$ cat config.mk
export PLATFORM = sky130hd
export DESIGN_NAME = button_short_long_press_mode_ctrl_core
export DESIGN_NICKNAME = d
export VERILOG_FILES = /design/src/hdl/bslpm_pkg.sv /design/src/hdl/button_short_long_press_mode_ctrl_core.sv
export SDC_FILE = /design/constraint.sdc
export NUM_CORES = 1
export LEC_CHECK = 0
export BUFFER_PORTS_ARGS = -buffer_cell sky130_fd_sc_hd__buf_4
export CORE_MARGIN = 2
export CORE_UTILIZATION = 40
export CTS_BUF_LIST = sky130_fd_sc_hd__clkbuf_8 sky130_fd_sc_hd__clkbuf_16
export DETAILED_ROUTE_END_ITERATION = 16
export PLACE_DENSITY_LB_ADDON = 0.25
export SYNTH_ARGS = -nofsm -noshare
export SYNTH_HDL_FRONTEND = slang
export SYNTH_SLANG_ARGS = --single-unit
$ cat constraint.sdc
create_clock -name clk -period 9.49 [get_ports clk]
set_input_delay 0.949 -clock clk [delete_from_list [all_inputs] [get_ports clk]]
set_output_delay 0.949 -clock clk [all_outputs]
set_load 0.005 [all_outputs]
$ cat src/hdl/bslpm_pkg.sv
// Shared types and constants for the button short/long press mode controller.
// No dependencies.
package bslpm_pkg;

  localparam int unsigned RuleW = 4;
  localparam int unsigned CfgW  = 16;
  localparam int unsigned CfgIdxW = 2;

  typedef enum logic [1:0] {
    PH_IDLE    = 2'd0,
    PH_CONFIRM = 2'd1,
    PH_HOLD    = 2'd2,
    PH_WAIT    = 2'd3
  } phase_t;

  typedef enum logic [CfgIdxW-1:0] {
    CFG_BLANKING = 2'd0,
    CFG_POLL     = 2'd1,
    CFG_LONG     = 2'd2,
    CFG_UNUSED   = 2'd3
  } cfg_idx_t;

  localparam logic [1:0] ACT_NONE  = 2'd0;
  localparam logic [1:0] ACT_RULE  = 2'd1;
  localparam logic [1:0] ACT_ENTER = 2'd2;
  localparam logic [1:0] ACT_LEAVE = 2'd3;

  localparam logic [15:0] BlankingReset = 16'd300;
  localparam logic [7:0]  PollReset     = 8'd50;
  localparam logic [15:0] LongReset     = 16'd5000;

  typedef struct packed {
    logic             mode;
    logic [RuleW-1:0] rule;
    logic [1:0]       action;
  } res_t;

endpackage

$ cat src/hdl/button_short_long_press_mode_ctrl_core.sv
// Button short/long press mode controller, top level.
// Depends on bslpm_pkg.
//
// Usage: one input word per millisecond tick carries button_level (active low).
// Each accepted word yields exactly one result word: mode, rule and action.
// Input channel: in_valid/in_stall; a word is taken when in_valid && !in_stall.
// Output channel: out_valid/out_stall; a word leaves when out_valid && !out_stall.
// Results are registered in the output register, or the skid one if it is stalled.
// Throughput: one word per cycle while in_stall is low; the press state
// update is one pass of compare and counter logic between the state registers.
// Stall: an output register plus a one-word skid register decouple the sides;
// in_stall rises only when both hold words, i.e. it is a registered signal.
// Reset (rst, synchronous): state returns to idle, run mode, rule 0, config
// registers to 300/50/5000 ms, and both output stages are emptied.
// Config: cfg_we writes cfg_data into register cfg_index (0 blanking window,
// 1 poll interval, 2 long hold time); write only while no word is in flight.
module button_short_long_press_mode_ctrl_core #(
  parameter int RULE_COUNT = 3
) (
  input  logic                            clk,
  input  logic                            rst,
  input  logic                            cfg_we,
  input  logic [bslpm_pkg::CfgIdxW-1:0]   cfg_index,
  input  logic [bslpm_pkg::CfgW-1:0]      cfg_data,
  input  logic                            in_valid,
  output logic                            in_stall,
  input  logic                            button_level,
  output logic                            out_valid,
  input  logic                            out_stall,
  output logic                            mode,
  output logic [bslpm_pkg::RuleW-1:0]     rule,
  output logic [1:0]                      action
);
  import bslpm_pkg::*;

  localparam logic [RuleW-1:0] RuleLast = RuleW'(RULE_COUNT - 1);

  logic [15:0] blanking_window;
  logic [7:0]  poll_interval;
  logic [15:0] long_hold_time;

  logic             last_level;
  phase_t           phase, phase_next;
  logic [7:0]       poll_count, poll_count_next;
  logic [15:0]      hold_time, hold_time_next;
  logic [15:0]      since_press, since_press_next;
  logic             mode_bit, mode_bit_next;
  logic [RuleW-1:0] rule_index, rule_index_next;
  logic [1:0]       act;

  logic        accept, drain;
  logic        fall, due, long_hit, short_hit;
  logic [8:0]  poll_inc;
  logic [15:0] since_inc, hold_inc;
  logic        skid_valid;
  res_t        out_res, skid_res, new_res;

  always_ff @(posedge clk) begin
    if (rst) begin
      blanking_window <= BlankingReset;
      poll_interval   <= PollReset;
      long_hold_time  <= LongReset;
    end else if (cfg_we) begin
      case (cfg_idx_t'(cfg_index))
        CFG_BLANKING: blanking_window <= cfg_data;
        CFG_POLL:     poll_interval   <= cfg_data[7:0];
        CFG_LONG:     long_hold_time  <= cfg_data;
        default: ;
      endcase
    end
  end

  assign accept    = in_valid && !skid_valid;
  assign drain     = out_valid && !out_stall;
  assign in_stall  = skid_valid;
  assign fall      = last_level && !button_level;
  assign since_inc = (since_press == 16'hFFFF) ? since_press : since_press + 16'd1;
  assign hold_inc  = (hold_time == 16'hFFFF) ? hold_time : hold_time + 16'd1;
  assign poll_inc  = {1'b0, poll_count} + 9'd1;
  assign due       = poll_inc >= {1'b0, poll_interval};

  // next state: phase and press decisions
  always_comb begin
    phase_next     = phase;
    hold_time_next = hold_time;
    long_hit       = 1'b0;
    short_hit      = 1'b0;
    case (phase)
      PH_IDLE: begin
        if (fall && since_inc >= blanking_window) phase_next = PH_CONFIRM;
      end
      PH_CONFIRM: begin
        if (due) begin
          if (!button_level) begin
            hold_time_next = '0;
            if (long_hold_time == 16'd0) long_hit = 1'b1;
            else phase_next = PH_HOLD;
          end else begin
            phase_next = PH_IDLE;
          end
        end
      end
      PH_HOLD: begin
        hold_time_next = hold_inc;
        if (due) begin
          if (button_level) short_hit = 1'b1;
          else if (hold_inc >= long_hold_time) long_hit = 1'b1;
        end
      end
      PH_WAIT: begin
        if (due && button_level) phase_next = PH_IDLE;
      end
      default: phase_next = PH_IDLE;
    endcase
    if (long_hit) phase_next = PH_WAIT;
    if (short_hit) phase_next = PH_IDLE;
  end

  // outputs of a step: counters, mode, rule, action
  always_comb begin
    since_press_next = since_inc;
    mode_bit_next    = mode_bit;
    rule_index_next  = rule_index;
    act              = ACT_NONE;
    if (phase == PH_IDLE) begin
      poll_count_next = (phase_next == PH_CONFIRM) ? 8'd0 : poll_count;
    end else begin
      poll_count_next = due ? 8'd0 : poll_inc[7:0];
    end
    if (long_hit) begin
      since_press_next = '0;
      mode_bit_next    = !mode_bit;
      act              = mode_bit ? ACT_LEAVE : ACT_ENTER;
    end else if (short_hit) begin
      since_press_next = '0;
      if (!mode_bit) begin
        rule_index_next = (rule_index == RuleLast) ? '0 : rule_index + 1'b1;
        act             = ACT_RULE;
      end else begin
        mode_bit_next = 1'b0;
        act           = ACT_LEAVE;
      end
    end
  end

  assign new_res = '{mode: mode_bit_next, rule: rule_index_next, action: act};

  always_ff @(posedge clk) begin
    if (rst) begin
      last_level  <= 1'b1;
      phase       <= PH_IDLE;
      poll_count  <= '0;
      hold_time   <= '0;
      since_press <= 16'hFFFF;
      mode_bit    <= 1'b0;
      rule_index  <= '0;
    end else if (accept) begin
      last_level  <= button_level;
      phase       <= phase_next;
      poll_count  <= poll_count_next;
      hold_time   <= hold_time_next;
      since_press <= since_press_next;
      mode_bit    <= mode_bit_next;
      rule_index  <= rule_index_next;
    end
  end

  // output register with one-word skid
  always_ff @(posedge clk) begin
    if (rst) begin
      out_valid  <= 1'b0;
      skid_valid <= 1'b0;
    end else begin
      if (drain && skid_valid) begin
        skid_valid <= 1'b0;
      end else if (!out_valid || drain) begin
        out_valid <= accept;
      end else if (accept) begin
        skid_valid <= 1'b1;
      end
    end
  end

  always_ff @(posedge clk) begin
    if (drain && skid_valid) begin
      out_res <= skid_res;
    end else if ((!out_valid || drain) && accept) begin
      out_res <= new_res;
    end else if (accept) begin
      skid_res <= new_res;
    end
  end

  assign mode   = out_res.mode;
  assign rule   = out_res.rule;
  assign action = out_res.action;

endmodule

Word level (Yosys, flattened, before mapping)
Cells that the tools add are included.
- flip-flop bits (word level): 104
- output and inout bits: 9
- input port bits: 24
- bitwise operators: 3
- magnitude comparators: 3
- reductions and logical operators: 27
- mux-type cells: 40
- add/sub/neg operators: 4
- equal/unequal tests: 12
- operators by type and width (operator ; count):
    two-way mux 16 bit ; 6
    adder 16 x 1 -> 16 bit (second input constant) ; 2
    == test 16 bit (second input constant) ; 2
    >= comparator 16 bit ; 2
    case mux 16 bit (2 select lines) ; 1
    two-way mux 8 bit ; 3
    two-way mux 2 bit ; 10
    zero test 16 bit ; 1
    two-way mux 4 bit ; 4
    two-way mux 7 bit ; 2
    two-way mux 1 bit ; 12
    AND reduction 2 bit ; 6
    adder 8 x 1 -> 9 bit (second input constant) ; 1
    >= comparator 9 x 8 -> 1 bit ; 1
    logical AND 1 bit ; 7
    == test 2 x 1 -> 1 bit (second input constant) ; 3
    == test 2 bit (second input constant) ; 3
    case mux 2 bit (3 select lines) ; 1
    zero test 1 bit ; 5
    adder 4 x 1 -> 4 bit (second input constant) ; 1
    == test 4 x 2 -> 1 bit (second input constant) ; 1
    zero test 2 bit ; 2
    inequality test 2 bit (second input constant) ; 2
    AND reduction 4 bit ; 1
    other kinds (7) ; 10

Logic depth before layout (Yosys ltp)
Gate-level depths: netlist of run 1.
- depth after elaboration: 12
- depth in mapped cells: 18
- gate-level depth less buffers: 16

Worst setup path after synthesis of run 1
No wires, ideal clock.
- kind: flip-flop to flip-flop
- from: register hold_time[3]
- to: register poll_count[0]
- stages on the path, launching flop included: 18
- path buffers: 2
- library setup time: 0.131 ns
- arrival: 3.522 ns
- required time: 9.359 ns
- slack: 5.838 ns
- cell sequence: dfxtp_1 clkbuf_1 nand4_1 nor2_1 and4_1 nand3_1 nor2_1 mux2_2 ha_1 a21o_1 a221oi_1 nand4_1 a41o_1 nand2_1 buf_2 o311ai_1 nor2_2 o31ai_1
- longest elaborated chain between the ends: 12
- elaborated cells on any way between the ends: 13
- RTL lines (item ; RTL line ; RTL):
    start, declared ; button_short_long_press_mode_ctrl_core.sv:45 ; logic [15:0] hold_time, hold_time_next;
    start signal, assigned ; button_short_long_press_mode_ctrl_core.sv:161 ; hold_time <= hold_time_next;
    adder 16 x 1 -> 16 bit or == test 16 bit (tied branches) ; button_short_long_press_mode_ctrl_core.sv:78 ; assign hold_inc = (hold_time == 16'hFFFF) ? hold_time : hold_time + 16'd1;
    two-way mux 16 bit * ; button_short_long_press_mode_ctrl_core.sv:78 ;
    >= comparator 16 bit * ; button_short_long_press_mode_ctrl_core.sv:107 ; else if (hold_inc >= long_hold_time) long_hit = 1'b1;
    two-way mux 1 bit * ; button_short_long_press_mode_ctrl_core.sv:107 ;
    two-way mux 1 bit * ; button_short_long_press_mode_ctrl_core.sv:106 ; if (button_level) short_hit = 1'b1;
    two-way mux 1 bit * ; button_short_long_press_mode_ctrl_core.sv:105 ; if (due) begin
    case mux 1 bit (2 select lines) * ; button_short_long_press_mode_ctrl_core.sv:88 ; case (phase)
    two-way mux 2 bit * ; button_short_long_press_mode_ctrl_core.sv:115 ; if (long_hit) phase_next = PH_WAIT;
    two-way mux 2 bit * ; button_short_long_press_mode_ctrl_core.sv:116 ; if (short_hit) phase_next = PH_IDLE;
    == test 2 x 1 -> 1 bit * ; button_short_long_press_mode_ctrl_core.sv:126 ; poll_count_next = (phase_next == PH_CONFIRM) ? 8'd0 : poll_count;
    inequality test 2 x 1 -> 1 bit (no source line) * ; n/a ;
    AND reduction 2 bit (no source line) * ; n/a ;
    end signal, assigned ; button_short_long_press_mode_ctrl_core.sv:160 ; poll_count <= poll_count_next;
    end, declared ; button_short_long_press_mode_ctrl_core.sv:44 ; logic [7:0] poll_count, poll_count_next;
Mark *: on every way between the ends. The rest lies on a longest branch, timed or not.
A chain may end at the register's enable or synchronous reset.

Final worst setup path of run 1
- from: register hold_time[3]
- to: register since_press[8]
- longest elaborated chain between the ends: 8
- elaborated cells on any way between the ends: 9
- RTL lines (item ; RTL line ; RTL):
    adder 16 x 1 -> 16 bit or == test 16 bit (tied branches) ; button_short_long_press_mode_ctrl_core.sv:78 ;
    two-way mux 16 bit * ; button_short_long_press_mode_ctrl_core.sv:78 ;
    >= comparator 16 bit * ; button_short_long_press_mode_ctrl_core.sv:107 ;
    two-way mux 1 bit * ; button_short_long_press_mode_ctrl_core.sv:107 ;
    two-way mux 1 bit * ; button_short_long_press_mode_ctrl_core.sv:106 ;
    two-way mux 1 bit * ; button_short_long_press_mode_ctrl_core.sv:105 ;
    case mux 1 bit (2 select lines) * ; button_short_long_press_mode_ctrl_core.sv:88 ;
    two-way mux 16 bit * ; button_short_long_press_mode_ctrl_core.sv:130 ; if (long_hit) begin
    end signal, assigned ; button_short_long_press_mode_ctrl_core.sv:162 ; since_press <= since_press_next;
    end, declared ; button_short_long_press_mode_ctrl_core.sv:46 ; logic [15:0] since_press, since_press_next;
Marked as above.

==> results of run 1 <==
report_power, final:
part	switching (mW)	leakage, nW	internal (mW)
Clock	0.172	0.134	0.202
Sequential	0.0258	0.871	0.468
Combinational	0.141	1.66	0.103
how the worst max path moves through the flow:
stage | slack, ns | start | end | cells after the start
3_3_place_gp | 5.12 | hold_time[3] | since_press[4] | 15
4_1_cts | 4.84 | hold_time[3] | since_press[8] | 15
5_1_grt | 4.42 | hold_time[3] | since_press[9] | 15
2_1_floorplan | 5.84 | hold_time[3] | poll_count[0] | 17
3_5_place_dp | 4.87 | hold_time[3] | since_press[8] | 15
6_report | 4.77 | hold_time[3] | since_press[8] | 15
cell families after synthesis:
family / after synthesis / synth area share
buffers and inverters: 84 / 0.0541
DFF: 104 / 0.368
adders and majority gates: 47 / 0.0974
muxes: 14 / 0.0249
and+or+nand+nor: 280 / 0.222
AOI/OAI and AO/OA: 174 / 0.189
xor gates and xnor gates: 31 / 0.0450
sequential cells by signal (all words and copies together) (netlist names), 4 cells and up:
| name | flops |
|---|---|
| rule | 4 |
| rule_index | 4 |
| long_hold_time | 16 |
| blanking_window | 16 |
| since_press | 16 |
| poll_count | 8 |
| poll_interval | 8 |
| skid_res | 7 |
| hold_time | 16 |
layer usage:
layer,global-route usage,up-vias
li1,-,2634
met1,0.250,2535
met2,0.327,103
met3,0.0405,12
met4,0.0478,0
met5,0,-
critical path, stage by stage, from the launching register on:
cell      delay, ns
dfxtp_1        0.46
nand4_1        0.15
nor2_1         0.27
and4_1         0.28
nand3_1        0.14
nor2_1         0.15
mux2_2         0.35
ha_1           0.30
a21o_1         0.19
a221oi_1       0.49
nand4_1        0.16
a41o_1         0.26
nand2_1        0.35
nand2_1        0.35
nor2_1         0.53
a221o_1        0.24
layout make-up:
type                            instances  area (um2)  area share
Clock inverter                          7        63.8     0.00955
Sequential cell                       104        2220       0.333
Clock buffer                            9         225      0.0337
Timing Repair Buffer                   34         255      0.0382
Tap cell                              184         230      0.0345
Inverter                               50         188      0.0281
Multi-Input combinational cell        546        3500       0.523
cell usage in the layout (no fill, tap or decap), types with 15 or more instances in the layout:
master	synthesis	layout
nor2_1	43	43
inv_1	49	50
nand3_1	32	32
o211ai_1	15	15
dfxtp_1	90	90
ha_1	47	47
o21ai_0	27	27
a21oi_1	59	59
buf_4	0	34
nand2_1	131	131
xnor2_1	19	19
through the flow:
step | setup WS, ns | instance area [um2]
final | 4.77 | 6680
after global routing | 4.42 | 6680
after CTS | 4.84 | 6680
after detailed placement | 4.87 | 6390
after global placement | 5.12 | 6390
after floorplan | 5.84 | 6040
==> flow_metrics.env, run 1 <==
export IMPL_synth_cells=734
export IMPL_slew_headroom=0.262
export IMPL_die_area_mm2=0.0161
export IMPL_min_period_over_period=0.497
export IMPL_critPathLaunchType="register"
export IMPL_ys_seq_area_frac=0.368
export IMPL_grt_pass1_wl_um=25000
export IMPL_placementRows=44
export IMPL_fin_util=0.456
export IMPL_overflow=0
export IMPL_ctsResizeCount=0
export IMPL_r2r_start="hold_time[3]"
export IMPL_top_layer="met4"
export IMPL_yosysTopAreaCellShare=0.298
export IMPL_gp_congestion=0.914
export IMPL_ys_seq_elements=104
export IMPL_hp_start="blanking_window[9]"
export IMPL_end_kind="register"
export IMPL_synthFlopType="dfxtp_1"
export IMPL_drive_gt1_frac=0.0907
export IMPL_cts_buffers=9
export IMPL_syn_nets=805
export IMPL_core_area_mm2=0.0146
export IMPL_grt_usage=0.192
export IMPL_setup_violations=0
export IMPL_die_w_um=127
export IMPL_ant_nets=0
export IMPL_grt_max_degree=76
export IMPL_final_max_slew_viol_count=0
export IMPL_hpwl_um=10900
export IMPL_synthTopCellsByCount="nand2_1 (131), dfxtp_1 (90), a21oi_1 (59), inv_1 (49), ha_1 (47)"
export IMPL_clkTransAtPathRegs_ns=0.07
export IMPL_clockBufferDepth=2
export IMPL_viasPerCell=5.66
export IMPL_ir_drop_mv=0.103
export IMPL_leakage_nw=2.67
export IMPL_cts_tree="done"
export IMPL_reg2reg_depth=15
export IMPL_cts_sinks=104
export IMPL_hold_end="blanking_window[9]"
export IMPL_cts_setup_buffers=0
export IMPL_antenna_found_initial=0
export IMPL_num_antenna_cells=0
export IMPL_maxCapViolations=0
export IMPL_syn_to_final_growth_pct=10.6
export IMPL_grt_pass1_vias=5197
export IMPL_syn_avg_cell_area_um2=8.23
export IMPL_placed_cells=918
export IMPL_tightest_slew_ns=1.10
export IMPL_holdPathStages=2
export IMPL_synth_edf_count=14
export IMPL_fp_dieH_um=127
export IMPL_r2r_setup_slack_ns=4.77
export IMPL_reg2reg_to="since_press[8]"
export IMPL_detail_route_wirelength_um=14900
export IMPL_synth_area_leaders="dfxtp_1 (30%), ha_1 (9.7%), nand2_1 (8.1%)"
export IMPL_crit_type="register to register"
export IMPL_post_route_min_period_ns=4.72
export IMPL_port_buffers=32
export IMPL_max_freq_mhz=212
export IMPL_stdcell_count=934
export IMPL_ios=33
export IMPL_yosys_warnings=0
export IMPL_crit_required_ns=9.79
export IMPL_cellPowerDensity_mw_per_mm2=166
export IMPL_status="completed"
export IMPL_cp_max_fo=13
export IMPL_drtPass1Iterations=5
export IMPL_wl_met1_um=6980
export IMPL_async_flop_share=0
export IMPL_drt_iter0_markers=371
export IMPL_cts_root_buf="clkbuf_16"
export IMPL_clock_skew_ns=0.00876
export IMPL_num_vias=5284
export IMPL_wl_met2_um=7130
export IMPL_h_tree_depth=3
export IMPL_routedWlPerCell_um=16.0
export IMPL_design_power_total_mw=1.11
export IMPL_dr_wl_met3_um=625
export IMPL_synth_distinct_cells=61
export IMPL_start_util=0.412
export IMPL_synth_area_mm2=0.00604
export IMPL_arrival_ns=5.02
export IMPL_whs_ns=0.458
export IMPL_postCtsHoldBufs=0
export IMPL_tns_ns=0
export IMPL_rsz0062_at_grt="false"
export IMPL_hold_class="register to register"
export IMPL_insertion_delay_ns=0.36
export IMPL_finalHoldViolCount=0
export IMPL_nFillCells=1458
export IMPL_finalNetCount=816
export IMPL_yosysTopAreaCell="dfxtp_1"
export IMPL_route_detailed_drc=0
export IMPL_synth_most_common_cell="nand2_1"
No activity file was read; power rests on OpenSTA's default activity.
==> run 2, diff against run 1 <==
==> constraint.sdc (replaced) <==
create_clock -name clk -period 4.64 [get_ports clk]
set_input_delay 0.464 -clock clk [delete_from_list [all_inputs] [get_ports clk]]
set_output_delay 0.464 -clock clk [all_outputs]
set_load 0.005 [all_outputs]
==> flow_metrics.env, run 2 (synthesis gave the netlist of run 1 again) <==
export IMPL_cpPeakStageDelay_ns=0.54
export IMPL_whs_ns=0.356
export IMPL_nFillCells=1463
export IMPL_hpwl_um=11000
export IMPL_leakage_nw=2.70
export IMPL_cts_tree="done"
export IMPL_end_kind="register"
export IMPL_hold_class="input pin to register"
export IMPL_route_detailed_drc=0
export IMPL_cpLargestDelayFamily="simple AND/OR/NAND/NOR gates"
export IMPL_final_max_slew_viol_count=0
export IMPL_insertion_delay_ns=0.36
export IMPL_post_route_min_period_ns=4.34
export IMPL_start_util=0.412
export IMPL_rsz0062_at_grt="false"
export IMPL_num_antenna_cells=0
export IMPL_die_w_um=127
export IMPL_detail_route_wirelength_um=15100
export IMPL_antenna_found_initial=0
export IMPL_cts_setup_buffers=0
export IMPL_stdcell_count=937
export IMPL_finalNetCount=819
export IMPL_cts_sinks=104
export IMPL_placed_cells=921
export IMPL_drtPass1Iterations=5
export IMPL_finalHoldViolCount=0
export IMPL_ant_nets=0
export IMPL_layout_common_cells="nand2_1 (131), dfxtp_1 (90), a21oi_1 (59)"
export IMPL_cp_max_fo=13
export IMPL_setup_violations=0
export IMPL_num_vias=5336
export IMPL_placementRows=44
export IMPL_crit_chain="nand4_1 -> nor2_1 -> and4_1 -> nand3_1 -> nor2_1 -> mux2_2 -> ha_1 -> a21o_1 -> a221oi_1 -> nand4_1 -> a41o_1 -> nand2_1 -> nand2_1 -> nor2_2 -> a221o_1"
export IMPL_die_area_mm2=0.0161
export IMPL_tightest_slew_ns=1.10
export IMPL_maxCapViolations=0
export IMPL_gp_congestion=0.856
export IMPL_path_buf_inv=0
export IMPL_syn_to_final_growth_pct=11.1
export IMPL_multi_input_area_mm2=0.00350
export IMPL_fp_dieH_um=127
export IMPL_regArea_mm2=0.00222
export IMPL_clockBufferDepth=2
export IMPL_slew_headroom=0.262
export IMPL_clkTransAtPathRegs_ns=0.07
export IMPL_critPathLaunchType="register"
export IMPL_cpMaxStageDelayCell="a221oi_1"
export IMPL_arrival_ns=4.64
export IMPL_clock_skew_ns=0.0119
export IMPL_crit_required_ns=4.94
export IMPL_min_period_over_period=0.936
export IMPL_h_tree_depth=3
export IMPL_cts_root_buf="clkbuf_16"
export IMPL_max_freq_mhz=230
export IMPL_tns_ns=0
export IMPL_port_buffers=32
export IMPL_ir_drop_mv=0.200
export IMPL_core_area_mm2=0.0146
export IMPL_crit_type="register to register"
export IMPL_grt_pass1_wl_um=25200
export IMPL_cts_buffers=9
export IMPL_status="completed"
export IMPL_mostFrequentLayoutCell="nand2_1"
export IMPL_r2r_setup_slack_ns=0.30
export IMPL_ios=33
export IMPL_routedWlPerCell_um=16.1
export IMPL_overflow=0
export IMPL_drt_iter0_markers=367
export IMPL_cellPowerDensity_mw_per_mm2=337
export IMPL_grt_pass1_vias=5122
export IMPL_grt_usage=0.194
export IMPL_grt_max_degree=76
export IMPL_design_power_total_mw=2.26
export IMPL_drive_gt1_frac=0.0983
export IMPL_viasPerCell=5.69
[run 2: stage by stage]
step	setup WS, ns	instance area (um2)	utilization
6_report	0.298	6710	0.458
5_1_grt	0.0210	6710	0.458
4_1_cts	0.258	6710	0.458
3_5_place_dp	0.323	6410	0.438
3_3_place_gp	0.445	6410	0.438
2_1_floorplan	0.988	6040	-
[run 2: final cells by class]
cell class,instances,area share
multi-input combinational,546,0.521
sequential,104,0.331
timing repair buffer,37,0.0414
clock buffer,11,0.0393
tap,184,0.0343
inverter,50,0.0280
clock inverter,5,0.00448
[run 2: where the power goes]
part / internal [mW] / switching, mW
combinational: 0.215 / 0.286
clock: 0.409 / 0.344
sequential: 0.958 / 0.0525
[run 2: worst reg2reg max path: stages, from the launching register on]
cell and delay, ns:
dfxtp_1 0.45, nand4_1 0.16, nor2_1 0.25, and4_1 0.27
nand3_1 0.15, nor2_1 0.15, mux2_2 0.36, ha_1 0.29
a21o_1 0.18, a221oi_1 0.54, nand4_1 0.16, a41o_1 0.27
nand2_1 0.09, nand2_1 0.30, nor2_2 0.44, a221o_1 0.22
[run 2: worst paths after layout]
kind                                             to  depth (start not counted)                start
worst min-delay path             blanking_window[8]                          3          cfg_data[8]
worst max register to register       since_press[8]                         15         hold_time[3]
worst min register to register  blanking_window[10]                          2  blanking_window[10]
worst max-delay path                 since_press[8]                         15         hold_time[3]
[run 2: timing repair]
item | CTS | global route
resized for setup | 0 | 1
endpoints found under the setup margin | 0 | 8
hold buffers | 0 | 0
[run 2: metal layers]
metal | track usage | wire length, um | vias to the layer above
met3 | 0.0308 | 528 | 22
met5 | 0 | 0 | -
li1 | - | - | 2639
met2 | 0.319 | 7050 | 123
met1 | 0.257 | 7240 | 2552
met4 | 0.0718 | 267 | 0
